$ cat config.mk
export PLATFORM = sky130hd
export DESIGN_NAME = imsu_ctrl
export DESIGN_NICKNAME = d
export VERILOG_FILES = /design/src/design/ising_metropolis_spin_update_defines.svh /design/src/design/imsu_pkg.sv /design/src/design/imsu_ctrl.sv
export SDC_FILE = /design/constraint.sdc
export NUM_CORES = 1
export LEC_CHECK = 0
export BUFFER_PORTS_ARGS = -buffer_cell sky130_fd_sc_hd__buf_2
export CORE_AREA = 3 3 40 42
export DETAILED_ROUTE_END_ITERATION = 10
export DIE_AREA = 0 0 43 45
export PLACE_DENSITY_LB_ADDON = 0.08
export SYNTH_ARGS = -nofsm -noshare
export SYNTH_HDL_FRONTEND = slang
export SYNTH_SLANG_ARGS = --single-unit
$ cat constraint.sdc
create_clock -name aclk -period 1.5 [get_ports aclk]
set_clock_uncertainty 0.1 [all_clocks]
set_input_delay 0.375 -clock aclk [delete_from_list [all_inputs] [get_ports aclk]]
set_output_delay 0.375 -clock aclk [all_outputs]
set_load 0.01 [all_outputs]
$ cat src/design/ising_metropolis_spin_update_defines.svh
// assertion macros for the ising metropolis spin update block
// expects aclk and aresetn in the scope of each use
`ifndef ISING_METROPOLIS_SPIN_UPDATE_DEFINES_SVH
`define ISING_METROPOLIS_SPIN_UPDATE_DEFINES_SVH

// same-cycle implication, checked outside reset
`define IMSU_ASSERT_SAME(label, ante, cons) \
    label: assert property (@(posedge aclk) disable iff (!aresetn) (ante) |-> (cons)) \
        else $error("imsu same-cycle check failed");

// next-cycle implication, checked outside reset
`define IMSU_ASSERT_NEXT(label, ante, cons) \
    label: assert property (@(posedge aclk) disable iff (!aresetn) (ante) |=> (cons)) \
        else $error("imsu next-cycle check failed");

`endif

$ cat src/design/imsu_pkg.sv
// shared types and constants of the ising metropolis spin update block
// used by imsu_ctrl, imsu_datapath and the top level
package imsu_pkg;

    localparam int SITE_W     = 6;
    localparam int PROB_BITS  = 16;
    localparam int MAG_W      = 14;
    localparam int BOND_W     = 15;
    localparam int CFG_IDX_W  = 3;

    // input tdata layout
    localparam int ROW_LSB    = 0;
    localparam int COL_LSB    = ROW_LSB + SITE_W;
    localparam int SPIN_BIT   = COL_LSB + SITE_W;
    localparam int DRAW_LSB   = SPIN_BIT + 1;
    localparam int IN_USED_W  = DRAW_LSB + PROB_BITS;
    localparam int IN_DATA_W  = ((IN_USED_W + 7) / 8) * 8;

    // output tdata layout
    localparam int OUT_USED_W = 2 + MAG_W + BOND_W;
    localparam int OUT_DATA_W = ((OUT_USED_W + 7) / 8) * 8;

    // opcodes carried on s_tuser
    localparam logic OP_WRITE = 1'b0;
    localparam logic OP_TRIAL = 1'b1;

    // threshold register indexes, also the threshold select codes
    localparam logic [CFG_IDX_W-1:0] REG_ACC_NEG4 = 3'd0;
    localparam logic [CFG_IDX_W-1:0] REG_ACC_NEG2 = 3'd1;
    localparam logic [CFG_IDX_W-1:0] REG_ACC_ZERO = 3'd2;
    localparam logic [CFG_IDX_W-1:0] REG_ACC_POS2 = 3'd3;
    localparam logic [CFG_IDX_W-1:0] REG_ACC_POS4 = 3'd4;
    localparam int NUM_THR = 5;

    localparam logic [PROB_BITS-1:0] THR_ONE  = '1;
    localparam logic [PROB_BITS-1:0] THR_NONE = '0;

    typedef struct packed {
        logic accept;
        logic read_dn;
        logic exec;
    } imsu_cmd_t;

    typedef struct packed {
        logic out_free;
    } imsu_stat_t;

endpackage

$ cat src/design/imsu_ctrl.sv
// sequencer of the spin update block: accept, fetch lower row, execute
// depends on imsu_pkg for the command and status structs
module imsu_ctrl (
    input  logic                 aclk,
    input  logic                 aresetn,
    input  logic                 s_tvalid,
    output logic                 s_tready,
    input  imsu_pkg::imsu_stat_t stat,
    output imsu_pkg::imsu_cmd_t  cmd
);
    import imsu_pkg::*;

    typedef enum logic [2:0] {
        ST_IDLE  = 3'b001,
        ST_FETCH = 3'b010,
        ST_EXEC  = 3'b100
    } imsu_state_t;

    imsu_state_t state_reg, state_next;

    always_ff @(posedge aclk) begin
        if (!aresetn) begin
            state_reg <= ST_IDLE;
        end else begin
            state_reg <= state_next;
        end
    end

    always_comb begin
        state_next = state_reg;
        cmd        = '0;
        unique case (state_reg)
            ST_IDLE: begin
                if (s_tvalid) begin
                    cmd.accept = 1'b1;
                    state_next = ST_FETCH;
                end
            end
            ST_FETCH: begin
                cmd.read_dn = 1'b1;
                state_next  = ST_EXEC;
            end
            ST_EXEC: begin
                if (stat.out_free) begin
                    cmd.exec   = 1'b1;
                    state_next = ST_IDLE;
                end
            end
            default: begin
                state_next = ST_IDLE;
            end
        endcase
    end

    assign s_tready = (state_reg == ST_IDLE);

endmodule

# After elaboration in Yosys (flattened, before gate mapping)

Index checks and enable logic that the tools add are counted.
W data, S select, Z words.

Register bits after elaboration: 3
Input port bits: 4

Reductions and logical operators: 1
Muxes and demuxes: 8
Equal/unequal tests: 5

Operator list:

| operator             | count |
|---|---|
| $pmux W3 S3          | 1 |
| $mux W3              | 2 |
| $mux W1              | 5 |
| $ne A2 B2 Y1 const B | 2 |
| $eq A3 B1 Y1 const B | 1 |
| $eq A3 B2 Y1 const B | 1 |
| $eq A3 B3 Y1 const B | 1 |
| $reduce_and A2 Y1    | 1 |

# Depth between registers and ports, before layout

Depth after elaboration: 3
Gate-level depth with buffers: 2
Gate-level depth less buffers: 2

# Least setup slack after synthesis

Ideal clock, no wire load.

Path kind: input-to-output
Start: input port stat
End: output port cmd[0] (netlist bit)
Required time: 1025 ps
Arrival: 814 ps
Setup slack: 211 ps
Stages on the path: 1
Path through: nor4bb_1

Longest elaborated chain between the ends: 2

RTL lines:

| element            | RTL line        | RTL |
|---|---|---|
| start: declaration | imsu_ctrl.sv:8  | `input imsu_pkg::imsu_stat_t stat,` |
| $mux W1            | imsu_ctrl.sv:44 | `if (stat.out_free) begin` |
| $mux W1            | imsu_ctrl.sv:32 | `unique case (state_reg)` |
| end: declaration   | imsu_ctrl.sv:9  | `output imsu_pkg::imsu_cmd_t cmd` |

No other way between the ends.

==> reports/results.txt <==
distinct cell type count of the synthesized netlist: 12
number of sinks handled by clock tree synthesis: 3
number of antenna cells inserted: 0
logic gate share of total power: 13.9%
Worst Setup SP: state_reg[2]
layout cells sized above 1: 66.67%
number of global-route vias before repair: 180
hold worst-path end: state_reg[0]
maximum count of clock buffers along a single path: 2
Post-Synthesis Cells: 15
final count of pins violating max slew: 0
synthesis-to-layout area growth: 62.69%
hold path depth: 2
worst reg2reg path depth: 4
Crit Path Category: register to output pin
Worst Hold Slack: 0.2430 ns
Clock Latency Late Sink: 0.23 ns
destination of the worst register-to-register timing path: state_reg[0]
number of maximum-capacitance constraint violations: 0
clock transition at the registers of the reported paths: 0.04 ns
Post-Place Cell Area: 214.0 µm²
average detailed-routed wire length per instance: 10.17 µm
arrival time at the worst endpoint: 1.01 ns
antenna violations before repair: 0
root cell of the clock tree: sky130_fd_sc_hd__clkbuf_4
number of hold-repair buffers added at the cts stage: 0
global-route wire length before repair: 752 µm
combined area of the multi-input logic cells: 106.4 µm²
maximum vdd drop: 0.2811 mV
Detailed Route WL: 427 µm
leading cell type in the layout, fill and taps excluded: sky130_fd_sc_hd__buf_2
count of endpoints failing hold in the final timing report: 0
die outline height: 45 µm
weighted congestion at the end of routability-driven global placement: 0.6263
number of design rule violations left after detail routing: 0
share of the clock period used by the worst path after layout: 99.07%
Sw Ratio: 23.96%
worst hold path startpoint: aresetn
iteration count of the initial detailed-routing pass: 2
H-tree depth reported by CTS: 1
post-detailed-route via-to-cell ratio: 3.929
share of power burned in registers: 33.3%
number of buffers added by the clock tree synthesis step: 3
CP max stage delay: 0.36 ns
number of routed nets with antenna violations: 0
run status: finished, final reports clean
Starting Density: 13.05%
normalized max-slew margin: 74.66%
worst reg2reg setup slack: 0.27 ns
count of final setup violators: 0
area taken by flip-flops and latches: 71.32 µm²
Post-Synthesis Net Count: 19
final global-route overflow total: 0
critical path required time: 1.02 ns
Period minus WS final: 1.486 ns
power density over the cells: 989.6 nW/µm²
mean cell area of the mapped netlist: 11.18 µm²
count of buffers from port buffering: 7
fmax: 0.6729 GHz
most frequent cells in the layout: sky130_fd_sc_hd__buf_2, sky130_fd_sc_hd__clkbuf_4, sky130_fd_sc_hd__dfxtp_4, sky130_fd_sc_hd__nand2b_1, sky130_fd_sc_hd__buf_4
Ys Warns: 0
part of the Yosys area used for sequential elements: 35.82%
mapped cell area: 167.7 µm²
GRT Resource Usage Total: 5.824%
Horiz. Die Dim: 43 µm
post-layout util: 21.23%
dominant delay contributor by cell family on the critical path: flip-flops
vias after detailed routing: 165
# fillers: 154
Layout Cell Area excl Fill: 272.8 µm²
flip-flop count of the largest register after layout: 3
number of placed I/O pins: 8
critical path cell sequence: and4bb_1 -> buf_2
Final Net Count: 32
Detailed Route Iter0 Violations: 3
Leak Pwr: 0.0001036 µW
maximum number of pins on one net before global-route repair: 8
internal portion of total power: 205.3 µW
Buf/Inv on CP: 1
worst flop-to-flop path startpoint: state_reg[2]
switching power summed over all nets: 64.68 µW
type of the most critical hold path: input pin to register
critical path peak fanout: 7
area of the die: 1935 µm²
unrepaired setup endpoints after global routing: yes
slew at the pin with the worst max-slew slack: 0.3748 ns
number of storage elements in the synthesis netlist: 3
startpoint type of the worst setup path: register
Clock power frac: 52.8%
placeable core region: 1285 µm²
clock tree from TritonCTS: yes
slowest cell on the critical path: sky130_fd_sc_hd__dfxtp_4
# rows: 13
Setup crit end kind: output pin
-- worst reg2reg max path, stage by stage, from the launching register on --
cell	delay (ns)
sky130_fd_sc_hd__dfxtp_4	0.38
sky130_fd_sc_hd__and4bb_1	0.23
sky130_fd_sc_hd__buf_4	0.13
sky130_fd_sc_hd__buf_4	0.13
sky130_fd_sc_hd__o31ai_2	0.18
-- final cells by class --
type                    instances  share of cell area, %
multi-input cells              11                  38.99
well taps                      15                  6.881
flip-flops and latches          3                  26.15
clock buffers                   4                  9.633
repair buffers                  9                  18.35
-- power by group through the flow --
| stage | sequential, µW | combinational (µW) | clock, µW |
|---|---|---|---|
| 5_1_grt | 91.0 | 41.9 | 161 |
| 2_1_floorplan | 90.3 | 18.4 | 0 |
| 4_1_cts | 93.3 | 34.3 | 148 |
| 3_5_place_dp | 92.8 | 29.6 | 0 |
| 3_3_place_gp | 93.2 | 29.8 | 0 |
| 6_report | 89.9 | 37.6 | 142 |
-- worst max-delay path by stage --
| stage | endpoint | cells past startpoint |
|---|---|---|
| floorplan | cmd[0] | 1 |
| global placement | cmd[0] | 3 |
| detailed placement | cmd[0] | 3 |
| CTS | cmd[0] | 2 |
| global route | cmd[2] | 2 |
| finish | cmd[2] | 2 |
-- kinds of logic (layout without fill, tap and decap cells) --
group                  after synthesis  after routing  synth area share (%)
DFF                                  3              3                 35.82
buffers and inverters                1             13                 4.479
AOI/OAI and AO/OA                    2              2                 12.69
and+or+nand+nor                      9              9                 47.02
-- cell usage after synthesis (all sizes together) --
library cell	number	area [µm²]
buf	1	7.510
nor4bb	1	10.01
dfxtp	3	60.06
nand2b	2	12.51
nor3b	2	20.02
nor4b	1	8.760
and2	1	6.260
and4bb	1	12.51
o31ai	1	12.51
or3b	1	8.760
a21oi	1	8.760
-- layer usage --
metal / vias up / track usage [%] / routed length [µm]
met2: 7 / 8.982 / 219
met3: 0 / 5.179 / 31
met1: 78 / 5.048 / 176
met5: - / 0 / 0
li1: 80 / - / -
met4: 0 / 3.614 / 0
-- stage by stage --
step | TNS, ns | total power, µW | instances | worst slack, ns
after global placement | 0 | 123.0 | 36 | 0.1443
after detailed placement | 0 | 122.4 | 36 | 0.1449
final | 0 | 269.9 | 42 | 0.01394
after global routing | -0.06662 | 293.7 | 42 | -0.03862
after floorplan | 0 | 108.8 | 15 | 0.2114
after CTS | 0 | 275.1 | 41 | 0.01042
-- repair_timing --
action	4_1_cts	5_1_grt
setup endpoints to repair	3	4
hold endpoints to repair	0	0
gates cloned	0	0
pin swaps	1	2
gates resized for setup	4	3
buffers inserted	1	1
(Power assumes the default switching activity.)
